### config.mk
export PLATFORM = sky130hd
export DESIGN_NAME = mbl_store
export DESIGN_NICKNAME = d
export VERILOG_FILES = /design/src/rtl/mbl_pkg.sv /design/src/rtl/mbl_store.sv
export SDC_FILE = /design/constraint.sdc
export NUM_CORES = 1
export LEC_CHECK = 0
export ABC_AREA = 1
export BUFFER_PORTS_ARGS = -buffer_cell sky130_fd_sc_hd__buf_2
export CAP_MARGIN = 20
export CELL_PAD_IN_SITES_DETAIL_PLACEMENT = 1
export CELL_PAD_IN_SITES_GLOBAL_PLACEMENT = 2
export CORE_MARGIN = 5
export CORE_UTILIZATION = 40
export CTS_CLUSTER_DIAMETER = 80
export DETAILED_ROUTE_END_ITERATION = 8
export PLACE_DENSITY = 0.86
export SYNTH_ARGS = -nofsm -noshare
export SYNTH_HDL_FRONTEND = slang
export SYNTH_SLANG_ARGS = --single-unit
### constraint.sdc
create_clock -name clk -period 8.35 [get_ports clk]
set_input_delay 1.67 -clock clk [delete_from_list [all_inputs] [get_ports clk]]
set_output_delay 1.67 -clock clk [all_outputs]
set_load 0.02 [all_outputs]
### src/rtl/mbl_pkg.sv
// ----------------------------------------------------------------------------
// mbl_pkg
// Shared types, constants and helper functions of the memory budget ledger.
// ----------------------------------------------------------------------------
`default_nettype none

package mbl_pkg;

  // default number of subsystem entries
  localparam int SUBSYSTEMS_DFLT = 8;

  // cap classes: one half, one tenth, one twentieth of the budget
  localparam logic [1:0] CLS_HALF      = 2'd0;
  localparam logic [1:0] CLS_TENTH     = 2'd1;
  localparam logic [1:0] CLS_TWENTIETH = 2'd2;
  localparam int         N_CLS         = 3;

  localparam logic [5:0] PCT_HALF      = 6'd50;
  localparam logic [5:0] PCT_TENTH     = 6'd10;
  localparam logic [5:0] PCT_TWENTIETH = 6'd5;

  // percent limit for the backpressure threshold, and the divisor
  localparam logic [6:0] PCT_FULL = 7'd100;
  localparam logic [7:0] DIVISOR  = 8'd100;

  // floor(x / 100) for x below 12800 as a multiply and shift
  localparam logic [13:0] RECIP_100 = 14'd5243;
  localparam int          RECIP_SH  = 19;

  typedef enum logic [1:0] {
    OP_ALLOC,
    OP_FREE,
    OP_GAUGE,
    OP_QUERY
  } op_t;

  typedef enum logic {
    LG_IDLE,
    LG_EXEC
  } lg_state_t;

  typedef enum logic [1:0] {
    CP_IDLE,
    CP_DIVB,
    CP_CAP,
    CP_DIVC
  } cp_state_t;

  // one ledger entry
  typedef struct packed {
    logic [63:0] peak;
    logic [63:0] count;
  } entry_t;

  // budget and derived caps, handed from the cap unit to the ledger
  typedef struct packed {
    logic                   busy;
    logic [63:0]            budget;
    logic [N_CLS-1:0][63:0] cap;
    logic [N_CLS-1:0][63:0] capq;
    logic [N_CLS-1:0][6:0]  capr;
  } cap_info_t;

  // cap class of a subsystem
  function automatic logic [1:0] cap_class(input logic [2:0] sub);
    logic [1:0] cls;
    case (sub) inside
      3'd0:         cls = CLS_HALF;
      [3'd1:3'd3]:  cls = CLS_TENTH;
      default:      cls = CLS_TWENTIETH;
    endcase
    return cls;
  endfunction

  function automatic logic [5:0] class_pct(input logic [1:0] cls);
    logic [5:0] pct;
    case (cls)
      CLS_HALF:  pct = PCT_HALF;
      CLS_TENTH: pct = PCT_TENTH;
      default:   pct = PCT_TWENTIETH;
    endcase
    return pct;
  endfunction

  // small quotient by 100, exact for x below 12800
  function automatic logic [6:0] div100_small(input logic [13:0] x);
    logic [27:0] prod;
    prod = {14'd0, x} * {14'd0, RECIP_100};
    return 7'(prod >> RECIP_SH);
  endfunction

  function automatic logic [63:0] sat_add(input logic [63:0] a, input logic [63:0] b);
    logic [64:0] s;
    s = {1'b0, a} + {1'b0, b};
    return s[64] ? '1 : s[63:0];
  endfunction

  function automatic logic [63:0] clamp_sub(input logic [63:0] a, input logic [63:0] b);
    logic [64:0] d;
    d = {1'b0, a} - {1'b0, b};
    return d[64] ? '0 : d[63:0];
  endfunction

endpackage

`default_nettype wire

### src/rtl/mbl_store.sv
// ----------------------------------------------------------------------------
// mbl_store
// Subsystem count and peak memory: one write and one registered read port,
// with a valid bit per entry so that unwritten entries read as zero.
// ----------------------------------------------------------------------------
`default_nettype none

module mbl_store
  import mbl_pkg::*;
#(
  parameter int DEPTH = SUBSYSTEMS_DFLT,
  parameter int IDX_W = 3
) (
  input  wire logic             clk,
  input  wire logic             rst_n,
  input  wire logic             rd_en,
  input  wire logic [IDX_W-1:0] rd_idx,
  output entry_t                rd_data,
  input  wire logic             wr_en,
  input  wire logic [IDX_W-1:0] wr_idx,
  input  wire entry_t           wr_data
);

  entry_t           mem [DEPTH];
  logic [DEPTH-1:0] vld_r;
  entry_t           rd_q_r;
  logic             rd_vld_r;

  // write port
  always_ff @(posedge clk) begin
    if (wr_en) begin
      mem[wr_idx] <= wr_data;
    end
  end

  // entry valid bits
  always_ff @(posedge clk) begin
    if (!rst_n) begin
      vld_r <= '0;
    end else if (wr_en) begin
      vld_r[wr_idx] <= 1'b1;
    end
  end

  // registered read port
  always_ff @(posedge clk) begin
    if (rd_en) begin
      rd_q_r   <= mem[rd_idx];
      rd_vld_r <= vld_r[rd_idx];
    end
  end

  assign rd_data = rd_vld_r ? rd_q_r : '0;

endmodule

`default_nettype wire

==> results.toml <==
[clocking]
post_cts_buffers = 0
path_clk_slew_ns = 0.06
postCtsHoldBufs = 0
cts_sinks = 1161
worstSkewPairLatency_ns = 0.75
cts_max_level = 4
cts_tree = "built"
cts_root_buffer = "clkbuf_16"
cts_buffers = 130
cts_buffer_depth = 3
post_cts_resized = 0

[routing]
dr.pass1.iters = 5
wl_per_cell_um = 19.4
avgViaCountPerCell = 4.80
routed_wl_um = 133000
final_antenna_net_count = 0
first_iter_violations = 2029
drc = 0
vias = 32900

[timing]
period_share = 0.490
worst_pin_slew_ns = 1.03
finClkSkew_ns = 0.0237
grt_setup_unrepaired = "false"
slew_viol_final = 0
setup_tns_ns = 0
slew_headroom = 0.310
final_hold_viol_count = 0
finalSetupViolCount = 0
hold_slack_ns = 0.462
fmax_ghz = 0.245
period_minus_slack_ns = 4.09

[synth]
synth_area_leaders = "edfxtp_1, nand2_1, inv_1"
synth.distinct_cells = 12
yosys.area.top_type = "edfxtp_1"
synth_seq_area_share = 0.702
avgSynthCellArea_sq_um = 10.1
ys_seq_elements = 1161
synth_top_cell_area_share = 0.698
yosys_warnings = 0
syn_nets = 5032
synth_cells = 4894
netlist_area_sq_um = 49600

[global_routing]
grt_pass1_vias = 34700
grt_pass1_wl_um = 203000
overflow = 0
grt_usage = 0.202
antenna_found_initial = 28
grt_max_degree = 186

[setup_path]
crit_fanout = 104
rr_startpoint = "mem[1][2]"
endpoint_kind = "primary output"
crit_path_start = "rd_vld_r"
cp-start-kind = "flop"
arrival_ns = 2.42
crit_type = "flop to primary output"
cp.required_ns = 6.68

[finish]
fin_cells = 6858
area_growth_pct = 13.9
final_common_cell = "nand2_1"
nets = 5244
final_core_util = 0.457
final_cell_mix = "nand2_1, inv_1, edfxtp_1"
drive_above_1_share = 0.0892

[place]
gp_congestion = 0.709
dpl.hpwl_um = 67100
placedCellCount = 6611
port_buffers = 265

[status]
status = "finished clean"

[pwr]
p_leak_nw = 26.4
pwr_density_cell_nw_per_um2 = 230
finalPower_mw = 13.0
vdd_ir_drop_max_v = 0.000200

[die]
dieArea_sq_um = 131000
die_w_um = 362
io_pins = 266
initial_core_util = 0.402
fp-row-count = 129
coreArea_sq_um = 123000
die_h_um = 362

[hold_path]
hp-class = "flop to flop"
min_from = "vld_r[3]"

[flow_run]
drv_cap = 0
per-stage QoR:
step           cell area, sq um  setup slack, ns
6_report                  56500             4.26
4_1_cts                   56400             4.24
3_5_place_dp              52500             3.65
2_1_floorplan             49600            0.621
3_3_place_gp              52500             3.74
5_1_grt                   56400             4.13
per-layer routing:
layer	global-route usage	routed length, um
met1	0.255	57100
met2	0.356	66800
met3	0.0369	6480
met4	0.0557	2550
met5	0	95
report_power, final:
| group | total [mW] | internal, mW | switching, mW |
|---|---|---|---|
| combinational | 0.914 | 0.237 | 0.676 |
| sequential | 6.71 | 6.66 | 0.0572 |
| clock | 5.37 | 3.08 | 2.29 |
| total | 13.0 | 9.97 | 3.02 |
cells in the mapped netlist:
cell,instances
buf_2,100
edfxtp_1,1153
clkbuf_1,86
inv_2,2
buf_4,2
buf_1,25
dfxtp_1,8
a21oi_1,7
nand3_1,516
nor2_1,7
nand2_1,1814
inv_1,1174
worst max-delay path: stages (launching register included):
cell and delay, ns:
edfxtp_1 0.40, buf_12 0.52, nand2_1 0.21, inv_1 0.18, buf_2 0.19
worst paths after layout:
path	to	slack [ns]	depth (start not counted)
max	rd_data[126]	4.26	4
max reg2reg	rd_q_r[2]	7.19	6
min	vld_r[3]	0.46	2
min reg2reg	vld_r[3]	0.46	2
state kept, by name, summed over array words and instances, names as in the netlist:
signal    count
mem        1024
rd_vld_r      1
vld_r         8
rd_q_r      128
cells by family after synthesis:
logic type      Yosys count  share of synthesized area
simple gates           2337                      0.190
buf+inv                1389                      0.108
flops                  1161                      0.702
compound gates            7                   0.000706
area by class of cell:
class                   count  area, sq um
fillers                 13600        67000
flip-flops and latches   1161        34800
multi-input cells        2344         9460
inverters                1176         4470
clock buffers             172         3470
well taps                1637         2050
repair buffers            293         1730
clock inverters            55          443
diodes                     20         50.0
No activity file was read; power rests on OpenSTA's default activity.
