$ cat src/rtl/mbl_pkg.sv
// ----------------------------------------------------------------------------
// mbl_pkg
// Shared types, constants and helper functions of the memory budget ledger.
// ----------------------------------------------------------------------------
`default_nettype none

package mbl_pkg;

  // default number of subsystem entries
  localparam int SUBSYSTEMS_DFLT = 8;

  // cap classes: one half, one tenth, one twentieth of the budget
  localparam logic [1:0] CLS_HALF      = 2'd0;
  localparam logic [1:0] CLS_TENTH     = 2'd1;
  localparam logic [1:0] CLS_TWENTIETH = 2'd2;
  localparam int         N_CLS         = 3;

  localparam logic [5:0] PCT_HALF      = 6'd50;
  localparam logic [5:0] PCT_TENTH     = 6'd10;
  localparam logic [5:0] PCT_TWENTIETH = 6'd5;

  // percent limit for the backpressure threshold, and the divisor
  localparam logic [6:0] PCT_FULL = 7'd100;
  localparam logic [7:0] DIVISOR  = 8'd100;

  // floor(x / 100) for x below 12800 as a multiply and shift
  localparam logic [13:0] RECIP_100 = 14'd5243;
  localparam int          RECIP_SH  = 19;

  typedef enum logic [1:0] {
    OP_ALLOC,
    OP_FREE,
    OP_GAUGE,
    OP_QUERY
  } op_t;

  typedef enum logic {
    LG_IDLE,
    LG_EXEC
  } lg_state_t;

  typedef enum logic [1:0] {
    CP_IDLE,
    CP_DIVB,
    CP_CAP,
    CP_DIVC
  } cp_state_t;

  // one ledger entry
  typedef struct packed {
    logic [63:0] peak;
    logic [63:0] count;
  } entry_t;

  // budget and derived caps, handed from the cap unit to the ledger
  typedef struct packed {
    logic                   busy;
    logic [63:0]            budget;
    logic [N_CLS-1:0][63:0] cap;
    logic [N_CLS-1:0][63:0] capq;
    logic [N_CLS-1:0][6:0]  capr;
  } cap_info_t;

  // cap class of a subsystem
  function automatic logic [1:0] cap_class(input logic [2:0] sub);
    logic [1:0] cls;
    case (sub) inside
      3'd0:         cls = CLS_HALF;
      [3'd1:3'd3]:  cls = CLS_TENTH;
      default:      cls = CLS_TWENTIETH;
    endcase
    return cls;
  endfunction

  function automatic logic [5:0] class_pct(input logic [1:0] cls);
    logic [5:0] pct;
    case (cls)
      CLS_HALF:  pct = PCT_HALF;
      CLS_TENTH: pct = PCT_TENTH;
      default:   pct = PCT_TWENTIETH;
    endcase
    return pct;
  endfunction

  // small quotient by 100, exact for x below 12800
  function automatic logic [6:0] div100_small(input logic [13:0] x);
    logic [27:0] prod;
    prod = {14'd0, x} * {14'd0, RECIP_100};
    return 7'(prod >> RECIP_SH);
  endfunction

  function automatic logic [63:0] sat_add(input logic [63:0] a, input logic [63:0] b);
    logic [64:0] s;
    s = {1'b0, a} + {1'b0, b};
    return s[64] ? '1 : s[63:0];
  endfunction

  function automatic logic [63:0] clamp_sub(input logic [63:0] a, input logic [63:0] b);
    logic [64:0] d;
    d = {1'b0, a} - {1'b0, b};
    return d[64] ? '0 : d[63:0];
  endfunction

endpackage

`default_nettype wire

$ cat src/rtl/mbl_div100.sv
// ----------------------------------------------------------------------------
// mbl_div100
// Divider by 100 working on one byte of the dividend per cycle: eight steps.
// ----------------------------------------------------------------------------
`default_nettype none

module mbl_div100
  import mbl_pkg::*;
(
  input  wire logic        clk,
  input  wire logic        rst_n,
  input  wire logic        start,
  input  wire logic [63:0] operand,
  output logic             done,
  output logic [63:0]      quotient,
  output logic [6:0]       remainder
);

  logic        busy_r;
  logic        done_r;
  logic [2:0]  cnt_r;
  logic [63:0] quo_r;
  logic [6:0]  rem_r;

  logic [14:0] part;
  logic [27:0] prod;
  logic [7:0]  q_dig;
  logic [6:0]  rem_dig;

  // one byte step: (rem * 256 + next byte) / 100 by reciprocal multiply,
  // exact as the partial dividend stays below 25600
  always_comb begin
    part    = {rem_r, quo_r[63:56]};
    prod    = {13'd0, part} * {14'd0, RECIP_100};
    q_dig   = 8'(prod >> RECIP_SH);
    rem_dig = 7'(part - ({7'd0, q_dig} * {7'd0, DIVISOR}));
  end

  // control
  always_ff @(posedge clk) begin
    if (!rst_n) begin
      busy_r <= 1'b0;
      done_r <= 1'b0;
      cnt_r  <= '0;
    end else begin
      done_r <= 1'b0;
      if (start) begin
        busy_r <= 1'b1;
        cnt_r  <= '0;
      end else if (busy_r) begin
        cnt_r <= cnt_r + 3'd1;
        if (cnt_r == 3'd7) begin
          busy_r <= 1'b0;
          done_r <= 1'b1;
        end
      end
    end
  end

  // datapath: dividend bytes shift out, quotient bytes shift in
  always_ff @(posedge clk) begin
    if (start) begin
      quo_r <= operand;
      rem_r <= '0;
    end else if (busy_r) begin
      quo_r <= {quo_r[55:0], q_dig};
      rem_r <= rem_dig;
    end
  end

  assign done      = done_r;
  assign quotient  = quo_r;
  assign remainder = rem_r;

endmodule

`default_nettype wire

$ cat src/rtl/mbl_cap_unit.sv
// ----------------------------------------------------------------------------
// mbl_cap_unit
// Holds the budget and works out the per-class caps and their quotient and
// remainder by 100 after each budget write, using one serial divider.
// ----------------------------------------------------------------------------
`default_nettype none

module mbl_cap_unit
  import mbl_pkg::*;
(
  input  wire logic        clk,
  input  wire logic        rst_n,
  input  wire logic        wr_en,
  input  wire logic [63:0] wr_budget,
  output cap_info_t        info
);

  cp_state_t              st_r, st_nxt;
  logic [1:0]             k_r, k_nxt;
  logic [63:0]            budget_r;
  logic [63:0]            bq_r;
  logic [6:0]             br_r;
  logic [N_CLS-1:0][63:0] cap_r;
  logic [N_CLS-1:0][63:0] capq_r;
  logic [N_CLS-1:0][6:0]  capr_r;

  logic        div_start;
  logic [63:0] div_operand;
  logic        div_done;
  logic [63:0] div_quo;
  logic [6:0]  div_rem;
  logic [63:0] cap_val;
  logic [5:0]  pct;

  mbl_div100 u_div (
    .clk       (clk),
    .rst_n     (rst_n),
    .start     (div_start),
    .operand   (div_operand),
    .done      (div_done),
    .quotient  (div_quo),
    .remainder (div_rem)
  );

  // cap of the current class: q*p + (r*p)/100
  always_comb begin
    pct     = class_pct(k_r);
    cap_val = 64'(bq_r * {58'd0, pct})
            + {57'd0, div100_small({7'd0, br_r} * {8'd0, pct})};
  end

  // sequencer
  always_comb begin
    st_nxt      = st_r;
    k_nxt       = k_r;
    div_start   = 1'b0;
    div_operand = wr_budget;
    case (st_r)
      CP_IDLE: begin
        if (wr_en) begin
          div_start = 1'b1;
          st_nxt    = CP_DIVB;
        end
      end
      CP_DIVB: begin
        if (div_done) begin
          k_nxt  = CLS_HALF;
          st_nxt = CP_CAP;
        end
      end
      CP_CAP: begin
        div_start   = 1'b1;
        div_operand = cap_val;
        st_nxt      = CP_DIVC;
      end
      CP_DIVC: begin
        if (div_done) begin
          if (k_r == CLS_TWENTIETH) begin
            st_nxt = CP_IDLE;
          end else begin
            k_nxt  = k_r + 2'd1;
            st_nxt = CP_CAP;
          end
        end
      end
      default: st_nxt = CP_IDLE;
    endcase
  end

  always_ff @(posedge clk) begin
    if (!rst_n) begin
      st_r <= CP_IDLE;
      k_r  <= CLS_HALF;
    end else begin
      st_r <= st_nxt;
      k_r  <= k_nxt;
    end
  end

  // budget and derived values, all zero after reset
  always_ff @(posedge clk) begin
    if (!rst_n) begin
      budget_r <= '0;
      bq_r     <= '0;
      br_r     <= '0;
      cap_r    <= '0;
      capq_r   <= '0;
      capr_r   <= '0;
    end else begin
      if (st_r == CP_IDLE && wr_en) begin
        budget_r <= wr_budget;
      end
      if (st_r == CP_DIVB && div_done) begin
        bq_r <= div_quo;
        br_r <= div_rem;
      end
      if (st_r == CP_CAP) begin
        cap_r[k_r] <= cap_val;
      end
      if (st_r == CP_DIVC && div_done) begin
        capq_r[k_r] <= div_quo;
        capr_r[k_r] <= div_rem;
      end
    end
  end

  assign info.busy   = (st_r != CP_IDLE);
  assign info.budget = budget_r;
  assign info.cap    = cap_r;
  assign info.capq   = capq_r;
  assign info.capr   = capr_r;

endmodule

`default_nettype wire

$ cat config.mk
export PLATFORM = sky130hd
export DESIGN_NAME = mbl_cap_unit
export DESIGN_NICKNAME = d
export VERILOG_FILES = /design/src/rtl/mbl_pkg.sv /design/src/rtl/mbl_div100.sv /design/src/rtl/mbl_cap_unit.sv
export SDC_FILE = /design/constraint.sdc
export NUM_CORES = 2
export LEC_CHECK = 0
export CAP_MARGIN = 15
export CORE_MARGIN = 2
export CORE_UTILIZATION = 40
export DETAILED_ROUTE_END_ITERATION = 16
export DONT_BUFFER_PORTS = 1
export PLACE_DENSITY = 0.53
export SETUP_SLACK_MARGIN = 0.4
export SYNTH_ARGS = -nofsm -noshare
export SYNTH_HDL_FRONTEND = slang
export SYNTH_SLANG_ARGS = --single-unit
$ cat constraint.sdc
create_clock -name clk -period 12.9 [get_ports clk]
set_input_delay 1.29 -clock clk [delete_from_list [all_inputs] [get_ports clk]]
set_output_delay 1.29 -clock clk [all_outputs]
set_load 0.02 [all_outputs]
==> run metrics <==
largest net degree at the start of global routing=about 140; vias=about 34000; Min Hold Slack=0.474 ns; 1st-iter DRT viols=about 2800; die footprint=0.108 mm2; CTS tree=done; Avg Cell Area, Syn=around 8.4 um2; Final Skew=just over 0.05 ns; first-pass GRT wire length=218000 um; Power Density=about 150 mW/mm2; drt total wl=around 150000 um; initial antenna violation count=11; grt ovf=0; Post-Synthesis Cells=around 5000; GPL Wtd Cong=~0.9; startpoint types=register; Peak Freq=roughly 85 MHz; Worst R2R Start=k_r[0]$_SDFFE_PN0P_; maximum vdd ir drop=roughly 360 uV; register area share after synthesis=0.310; leading area contributor after synthesis=dfxtp_1; vias in the first global route=33300; slowest CP cell=fa_1; IO Port Bufs=0; Total GRT Usage=0.268; Mapped Area=approximately 0.042 mm2; Vias/cell=~5.4; hold_buf cts=0; Least-Margin Pin Slew=1.11 ns; Die Y=329 um; RSZ-0062 raised after global routing=no; ys async rst share=0; setup TNS=0 ns; DR WL/cell=between 20 and 25 um; final core utilization=0.440; CP required=~13 ns; hold crit path type=register to register; total CTS buffers=72; share of layout cells above drive strength 1=0.0512; Hold Path Depth=2; crit path kind=register to register; drc violations=0; setup violators final=0; Yosys cell types=between 70 and 80; Post-synth EDFFs=64; max cap viols=0; Final HPWL DP=about 110000 um; DRT Pass-1 Iters=5; Routed Antenna Nets=0; Synth-to-Final Area Change=9.52%; crit share post-route=0.915; Tmin final=approximately 12 ns; Initial Utilization=0.402; Max H-tree Level=3; max_slew headroom=0.262; Critical Path AT=roughly 12 ns; Die W=roughly 330 um; Static Leak=around 20 nW; synthesized flop and latch total=slightly above 600; status=completed; fin. max-slew vios=0; Setup WS post-layout=~1.1 ns; root buf cell=clkbuf_16; kind of end point of the critical path=register; # nets final=between 5000 and 6000; cell depth of the worst flop-to-flop path=between 40 and 50; # IOs=537; site row count=~120; dpl ws=between 0.15 and 0.2 ns; dpl cells=6214; Yosys warning count=0; FF-to-FF setup slack=about 1.1 ns; Hold Startpoint=bq_r[62]$_SDFFE_PN0P_; worst-skew pair later-pin latency=approximately 0.67 ns; hold worst-path end=bq_r[62]$_SDFFE_PN0P_; top-area cell type share of the netlist area=0.264; CTS clk-pin slew, worst paths=about 0.060 ns; post-route non-filler standard cell count=roughly 6400; CTS Buffer Depth=3; clock sink total=620; CP max FO=7; reg2reg end=u_div.quotient[45]$_DFFE_PP_; Core Region=0.105 mm2; final hold vios=0; Area contributors post-synth=dfxtp_1 26%, fa_1 15%, ha_1 12%; CP max stage delay=roughly 0.50 ns; most common flop cell mapped by yosys=dfxtp_1
-- flip-flops by register name (all words and copies together) (netlist names) --
signal           cells
u_div.remainder      7
info               405
br_r                 7
u_div.quotient      64
u_div.cnt_r          3
u_div.done           1
st_r                 2
bq_r                64
k_r                  2
budget_r            64
u_div.busy_r         1
-- routing by layer --
layer	part of all wire	GRT usage	wire length (um)	vias to the layer above
li1	-	-	-	16000
met5	0.00056	0	83	-
met1	0.43	0.361	63200	16500
met2	0.44	0.410	64600	1198
met3	0.094	0.0756	13800	249
met4	0.038	0.0963	5640	12
-- through the flow --
step,area (um2),total power (W)
final,46200,0.00715
after CTS,46000,0.00719
after detailed placement,43500,0.00504
after global routing,46100,0.00769
after global placement,43500,0.00501
after floorplan,42100,0.00439
-- synth_stat cells (23+ instances only) --
| cell type | number |
|---|---|
| o22ai_1 | 25 |
| fa_1 | 316 |
| and3_1 | 23 |
| nand2_1 | 1084 |
| xnor2_1 | 76 |
| xor2_1 | 33 |
| dfxtp_1 | 556 |
| nor2_1 | 145 |
| o21ai_0 | 97 |
| nand3_1 | 62 |
| inv_1 | 615 |
| nand4_1 | 30 |
| ha_1 | 415 |
| a21oi_1 | 611 |
| a21o_1 | 110 |
| edfxtp_1 | 64 |
| clkbuf_1 | 246 |
| and2_1 | 209 |
| a211oi_1 | 23 |
-- logic make-up after synthesis --
logic type	after synthesis	share of synthesized area
buffers and inverters	890	0.0798
flip-flops	620	0.310
XOR/XNOR	109	0.0227
multiplexers	11	0.00261
adder cells (fa/ha/maj)	731	0.273
AO/OA/AOI/OAI	1037	0.144
other	2	0.000178
AND/OR/NAND/NOR	1627	0.167
-- report_power, final --
part,internal (W),total (W),leakage (nW),switching (W)
Sequential,0.00204,0.00225,5.12,0.000205
Combinational,0.00128,0.00278,13.9,0.00149
Clock,0.00121,0.00213,1.20,0.000916
Total,0.00453,0.00715,20.2,0.00262
-- critical path, delay by kind of cell (launching register included) --
| kind | cells | cell delay, ns |
|---|---|---|
| AOI/OAI and AO/OA | 21 | 4.27 |
| xor gates and xnor gates | 3 | 0.87 |
| adders and majority gates | 13 | 4.99 |
| buffers and inverters | 6 | 0.53 |
| DFF | 1 | 0.44 |
| and+or+nand+nor | 2 | 0.43 |
-- what timing repair did --
item | in CTS | in global routing
resized for setup | 6 | 24
setup endpoints to repair | 20 | 162
setup buffers | 0 | 3
pin swaps | 0 | 3
-- how the worst max path moves through the flow --
stage	from	end	slack, ns	cells after the start
global route	k_r[0]$_SDFFE_PN0P_	info[273]$_SDFFE_PN0P_	0.37	46
finish	k_r[0]$_SDFFE_PN0P_	u_div.quotient[45]$_DFFE_PP_	1.10	45
CTS	k_r[0]$_SDFFE_PN0P_	u_div.quotient[35]$_DFFE_PP_	0.51	44
detailed placement	k_r[0]$_SDFFE_PN0P_	u_div.quotient[35]$_DFFE_PP_	0.20	44
global placement	k_r[0]$_SDFFE_PN0P_	u_div.quotient[35]$_DFFE_PP_	0.45	43
floorplan	k_r[0]$_SDFFE_PN0P_	u_div.quotient[51]$_DFFE_PP_	1.50	48
-- layout make-up --
| class | count | area [um2] |
|---|---|---|
| Clock inverter | 25 | 327 |
| Tap cell | 1391 | 1740 |
| Inverter | 616 | 2320 |
| Sequential cell | 620 | 13100 |
| Fill cell | 10600 | 58700 |
| Multi-Input combinational cell | 3518 | 26000 |
| Antenna cell | 7 | 17.5 |
| Timing Repair Buffer | 72 | 541 |
| Clock buffer | 106 | 2130 |
-- cell usage in the layout (no fill, tap or decap), types with 95 or more instances in the layout --
master	count
and2_1	205
dfxtp_1	555
a21oi_1	609
ha_1	412
nand2_1	1076
nor2_1	141
fa_1	316
a21o_1	110
inv_1	614
o21ai_0	95
No activity file was read; power rests on OpenSTA's default activity.
